==> src/rtl/kvls_pkg.sv <==
`default_nettype none

package kvls_pkg;

	localparam int DATA_W       = 32;
	localparam int IDX_W        = 6;
	localparam int CNT_W        = 7;
	localparam int FRAC_W       = 16;
	localparam int QUO_W        = FRAC_W + 1;
	localparam int DIV_CNT_W    = $clog2(QUO_W);
	localparam int MAX_KEYS_DEF = 64;

	localparam logic REQ_WRITE  = 1'b0;
	localparam logic REQ_SAMPLE = 1'b1;

	localparam logic [1:0] COMP_X = 2'd0;
	localparam logic [1:0] COMP_Y = 2'd1;
	localparam logic [1:0] COMP_Z = 2'd2;

	typedef enum logic [1:0] {
		RES_HOLD,
		RES_PREV,
		RES_CUR
	} res_sel_t;

	// Commands from the controller to the datapath.
	typedef struct packed {
		logic             mem_wr;
		logic             load_query;
		logic             rd_en;
		logic             shift_prev;
		logic             div_init;
		logic             div_step;
		logic             div_shift;
		logic             mul;
		logic             add;
		logic [1:0]       comp;
		res_sel_t         res_sel;
		logic             seg_load;
		logic [IDX_W-1:0] res_seg;
	} dp_cmd_t;

	// Compare results from the datapath.
	typedef struct packed {
		logic q_le_cur;
		logic bracket;
		logic zero_len;
	} dp_stat_t;

endpackage

`default_nettype wire

==> src/rtl/kvls_ctrl.sv <==
`default_nettype none

module kvls_ctrl import kvls_pkg::*; #(
	parameter int MAX_KEYS = MAX_KEYS_DEF,
	localparam int AW = $clog2(MAX_KEYS)
) (
	input  wire logic             clk,
	input  wire logic             arst_n,
	input  wire logic             req_valid,
	input  wire logic             req_type,
	output logic                  req_ready,
	output logic                  rsp_valid,
	input  wire logic             rsp_ready,
	input  wire logic             cfg_valid,
	input  wire logic [CNT_W-1:0] cfg_key_count,
	output logic                  cfg_ready,
	input  wire dp_stat_t         stat,
	output dp_cmd_t               cmd,
	output logic [AW-1:0]         rd_addr
);

	typedef enum logic [2:0] {
		S_IDLE,
		S_FIRST,
		S_SCAN,
		S_DIV,
		S_MUL,
		S_ADD,
		S_OUT
	} state_t;

	state_t               state_q;
	logic [AW-1:0]        seg_q;
	logic [DIV_CNT_W-1:0] cnt_q;
	logic [1:0]           comp_q;
	logic [CNT_W-1:0]     kc_q;

	logic [AW-1:0] last_idx;
	logic [AW:0]   seg_p1;
	logic [AW:0]   seg_p2;
	logic          seg_is_last;
	logic          accept;
	logic          first_done;

	// Index of the last key in use; a count of zero means one key.
	always_comb begin
		if (kc_q == '0) begin
			last_idx = '0;
		end else if (32'(kc_q) > 32'(MAX_KEYS)) begin
			last_idx = AW'(MAX_KEYS - 1);
		end else begin
			last_idx = AW'(kc_q - 1'b1);
		end
	end

	assign seg_p1      = {1'b0, seg_q} + (AW+1)'(1);
	assign seg_p2      = {1'b0, seg_q} + (AW+1)'(2);
	assign seg_is_last = (seg_p1 == {1'b0, last_idx});
	assign first_done  = (last_idx == '0) || stat.q_le_cur;

	assign req_ready = (state_q == S_IDLE) || ((state_q == S_OUT) && rsp_ready);
	assign accept    = req_valid && req_ready;
	assign rsp_valid = (state_q == S_OUT);
	assign cfg_ready = 1'b1;

	always_comb begin
		cmd     = '0;
		rd_addr = '0;
		case (state_q)
			S_IDLE, S_OUT: begin
				if (accept) begin
					if (req_type == REQ_WRITE) begin
						cmd.mem_wr = 1'b1;
					end else begin
						cmd.load_query = 1'b1;
						cmd.rd_en      = 1'b1;
					end
				end
			end
			S_FIRST: begin
				if (first_done) begin
					cmd.res_sel  = RES_CUR;
					cmd.seg_load = 1'b1;
				end else begin
					cmd.shift_prev = 1'b1;
					cmd.rd_en      = 1'b1;
					rd_addr        = AW'(1);
				end
			end
			S_SCAN: begin
				if (stat.bracket) begin
					cmd.seg_load = 1'b1;
					cmd.res_seg  = IDX_W'(seg_q);
					if (stat.zero_len) begin
						cmd.res_sel = RES_PREV;
					end else begin
						cmd.div_init = 1'b1;
					end
				end else if (seg_is_last) begin
					cmd.res_sel  = RES_CUR;
					cmd.seg_load = 1'b1;
					cmd.res_seg  = IDX_W'(last_idx);
				end else begin
					cmd.shift_prev = 1'b1;
					cmd.rd_en      = 1'b1;
					rd_addr        = seg_p2[AW-1:0];
				end
			end
			S_DIV: begin
				cmd.div_step  = 1'b1;
				cmd.div_shift = (cnt_q != '0);
			end
			S_MUL: begin
				cmd.mul  = 1'b1;
				cmd.comp = comp_q;
			end
			S_ADD: begin
				cmd.add  = 1'b1;
				cmd.comp = comp_q;
			end
			default: begin
			end
		endcase
	end

	always_ff @(posedge clk or negedge arst_n) begin
		if (!arst_n) begin
			state_q <= S_IDLE;
			seg_q   <= '0;
			cnt_q   <= '0;
			comp_q  <= COMP_X;
			kc_q    <= CNT_W'(1);
		end else begin
			if (cfg_valid) begin
				kc_q <= cfg_key_count;
			end
			case (state_q)
				S_IDLE, S_OUT: begin
					if (accept) begin
						state_q <= (req_type == REQ_SAMPLE) ? S_FIRST : S_IDLE;
					end else if (state_q == S_OUT && rsp_ready) begin
						state_q <= S_IDLE;
					end
				end
				S_FIRST: begin
					seg_q <= '0;
					state_q <= first_done ? S_OUT : S_SCAN;
				end
				S_SCAN: begin
					if (stat.bracket) begin
						cnt_q   <= '0;
						state_q <= stat.zero_len ? S_OUT : S_DIV;
					end else if (seg_is_last) begin
						state_q <= S_OUT;
					end else begin
						seg_q <= seg_p1[AW-1:0];
					end
				end
				S_DIV: begin
					cnt_q <= cnt_q + 1'b1;
					if (cnt_q == DIV_CNT_W'(QUO_W - 1)) begin
						comp_q  <= COMP_X;
						state_q <= S_MUL;
					end
				end
				S_MUL: begin
					state_q <= S_ADD;
				end
				S_ADD: begin
					if (comp_q == COMP_Z) begin
						state_q <= S_OUT;
					end else begin
						comp_q  <= comp_q + 1'b1;
						state_q <= S_MUL;
					end
				end
				default: begin
					state_q <= S_IDLE;
				end
			endcase
		end
	end

endmodule

`default_nettype wire

==> config.mk <==
export PLATFORM = sky130hd
export DESIGN_NAME = kvls_ctrl
export DESIGN_NICKNAME = d
export VERILOG_FILES = /design/src/rtl/kvls_pkg.sv /design/src/rtl/kvls_ctrl.sv
export SDC_FILE = /design/constraint.sdc
export NUM_CORES = 1
export LEC_CHECK = 0
export ABC_AREA = 1
export BUFFER_PORTS_ARGS = -buffer_cell sky130_fd_sc_hd__buf_2
export CAP_MARGIN = 20
export CORE_MARGIN = 10
export CORE_UTILIZATION = 45
export CTS_BUF_LIST = sky130_fd_sc_hd__clkbuf_8
export DETAILED_ROUTE_END_ITERATION = 8
export PLACE_DENSITY = 0.71
export REMOVE_ABC_BUFFERS = 1
export SLEW_MARGIN = 20
export SYNTH_ARGS = -nofsm -noshare
export SYNTH_HDL_FRONTEND = slang
export SYNTH_SLANG_ARGS = --single-unit
==> constraint.sdc <==
create_clock -name clk -period 3.5 [get_ports clk]
set_clock_uncertainty 0.15 [all_clocks]
set_input_delay 0.175 -clock clk [delete_from_list [all_inputs] [get_ports clk]]
set_output_delay 0.175 -clock clk [all_outputs]
set_load 0.03 [all_outputs]
==> flow_summary.toml <==
[synthesis]
synth-seq-cells = 23
async_flop_share = 1.00
yosysSeqAreaShare = 0.297
synthFlopType = "dfrtp_1"
syn-cell-area_sq_mm = 0.00194
synth_top_area_share = 0.284
ys_warn_count = 0
synth.distinct_cells = 35
synth_edf_count = 0
syn_inst = 290
synthTopCellsByArea = "dfrtp_1 28%, nand2_1 16%, nand3_1 9.3%"
synth_largest_area_cell = "dfrtp_1"
avgSynthCellArea_sq_um = 6.69

[clock_network]
clkLatencyLatePin_ps = 260
h-tree-depth = 1
postCtsSetupRepairBufs = 0
cts_buffer_depth = 2
numCtsBuffers = 3
cts-root-buf = "clkbuf_8"
tritoncts = "yes"
numClockSinks = 23
clk_pin_slew_ps = 90

[sta]
setup_viol = 0
fmax_mhz = 350
slew_headroom = 0.652
period_share = 0.817
rsz0062_at_grt = "false"
slew_viol_final = 0
min_period_ps = 2860
fin_ws_ps = 640
finalHoldViolCount = 0
worst_slew_pin_slew_ps = 520
fin_hold_ws_ps = 40.0
finalSetupTns_ps = 0

[die]
die_x_um = 85.7
core.rowCount = 23
dieArea_sq_mm = 0.00734
core_sq_mm = 0.00409
ios = 45
start_util = 0.475
dieHeight_um = 85.7

[pwr]
p_int_uw = 607
switchingPower_uw = 602
comb_power_share = 0.538
ir_drop_uv = 304
leakagePower_nw = 1.29
powerDensity_mw_per_mm2 = 523
pwr-share-seq = 0.323
netSwitchingFraction = 0.498
power_mw = 1.21
p_clk_frac = 0.139

[finish]
nets = 365
n_antenna_cell = 0
layout.cells.non_filler = 391
post-route-util = 0.566
drive_gt1_frac = 0.220
syn_to_final_growth_pct = 19.1
final_cell_area_sq_mm = 0.00231

[placed_design]
io_buffers = 43
place.gp.congestion = 0.904
dpl.hpwl_um = 3890
post-place-ws_ps = 932
placed_area_sq_mm = 0.00218
post-place-cells = 379

[critical_path]
crit_path_max_fanout = 9
crit_slowest_cell = "dfstp_2"
critPathArrivalTime_ps = 2530
critPathLaunchType = "flop"
cpMostUsedCell = "nand2_2"
crit_path_end_kind = "primary output"
required_ps = 3170
critPathTopFamily = "simple AND/OR/NAND/NOR gates"
critical_path_class = "reg -> out"
worstPathCellList = "inv_1, ha_1, inv_1, nor3_1, nand2_2, nand2_2, nand2_4, a21oi_2, nand2_2, nor2_4, nand2_4, nor2_4, nand3_1, nand2_1, buf_2"
max_stage_delay_ps = 370
crit_buf_inv = 3

[grt]
grt_pass1_wl_um = 8880
grt_overflow_total = 0
grt_pass1_vias = 2023
grtUsageTotal = 0.141
grt_antenna_before_repair = 0
grt_max_degree = 24

[job]
maxCapViolCount = 0

[drt]
vias_per_cell = 5.01
dr.pass1.iters = 4
vias = 1960
route.detailed.drc = 0
antenna_left = 0
drt_iter0_drc = 113
routed_wl_um = 4980
routedWlPerCell_um = 12.7

[run_status]
status = "finished clean"

[min_path]
min-delay-path-class = "in -> reg"
-- state kept, by name, summed over array words and instances, names as in the netlist --
signal / flops
cnt_q: 5
comp_q: 2
kc_q: 7
seg_q: 6
state_q: 3
-- timing repair --
item,4_1_cts,5_1_grt
resized for setup,0,0
hold buffers,8,0
endpoints found under the hold margin,29,0
-- final cells by class --
| class | instances | area (sq um) |
|---|---|---|
| fill | 395 | 1780 |
| multi-input combinational | 215 | 1150 |
| sequential | 23 | 577 |
| timing repair buffer | 51 | 295 |
| inverter | 48 | 180 |
| tap | 50 | 62.6 |
| clock buffer | 3 | 41.3 |
| clock inverter | 1 | 7.51 |
-- Yosys cell counts (2+ instances only) --
cell,count
nor2_1,28
nor3_1,3
a21oi_1,2
nand3_2,5
nor2_4,4
ha_1,7
nor2_2,2
nand3_1,36
dfrtp_1,22
mux2_2,2
nand2_1,81
nand2_2,6
o21ai_0,19
inv_1,46
nand2_4,2
xor2_1,6
-- power groups by stage --
| stage | registers, mW | clock network (mW) | logic [mW] |
|---|---|---|---|
| after floorplan | 0.378 | 0 | 0.497 |
| after global placement | 0.392 | 0 | 0.638 |
| after detailed placement | 0.393 | 0 | 0.647 |
| after CTS | 0.389 | 0.173 | 0.656 |
| after global routing | 0.400 | 0.186 | 0.737 |
| final | 0.390 | 0.169 | 0.650 |
-- per-layer routing --
metal  part of all wire  GRT usage  vias to the layer above
met5                  0          0                        -
met4             0.0054     0.0449                        0
met3              0.045     0.0265                        4
met2               0.50      0.245                       50
met1               0.45      0.169                      889
li1                   -          -                     1017
-- worst register-to-register path, delay by kind of cell (launching register included) --
| kind | cells | cell delay [ps] |
|---|---|---|
| fa+ha+maj | 1 | 220 |
| buf+inv | 2 | 220 |
| simple gates | 11 | 1200 |
| flops | 1 | 370 |
| compound gates | 1 | 130 |
-- path summary, 6_finish.rpt --
kind	startpoint	to	slack (ps)	cells after the start
min in group asynchronous	arst_n	comp_q[0]	270	2
max reg2reg	kc_q[0]	seg_q[2]	1110	15
max in group asynchronous	arst_n	kc_q[0]	2570	2
min reg2reg	comp_q[0]	comp_q[0]	350	1
max	kc_q[0]	cmd[1]	640	15
min	req_type	state_q[0]	40	3
-- kinds of logic (layout without fill, tap and decap cells) --
logic type / count (synthesis) / count (layout) / share of synthesized area
and+or+nand+nor: 172 / 172 / 0.424
muxes: 2 / 2 / 0.0116
adders and majority gates: 7 / 7 / 0.0451
other: 1 / 1 / 0.00193
buffers and inverters: 52 / 103 / 0.112
AOI/OAI and AO/OA: 27 / 27 / 0.0819
xor gates and xnor gates: 6 / 6 / 0.0271
DFF: 23 / 23 / 0.297
-- cell usage in the layout, fill, tap and decap left out --
cell type       n
inv_1          46
nand4_1         1
o22ai_1         1
dfstp_2         1
inv_2           1
nand3_2         5
o21ai_0        19
nor3_2          1
dlygate4sd3_1   8
dfrtp_1        22
clkinvlp_4      1
ha_1            7
nand2_4         2
a21oi_2         1
nand2_2         6
conb_1          1
o21ai_4         1
buf_2          43
nor3_1          3
xor2_1          6
nand2_8         1
nand3b_1        1
mux2_2          2
nand2_1        81
o32ai_1         1
a21oi_1         2
nor2_4          4
or2_2           1
a31oi_1         1
nand3_1        36
clkinv_1        1
clkbuf_8        3
nor2_2          2
o21bai_1        1
nor2_1         28
(Power assumes the default switching activity.)
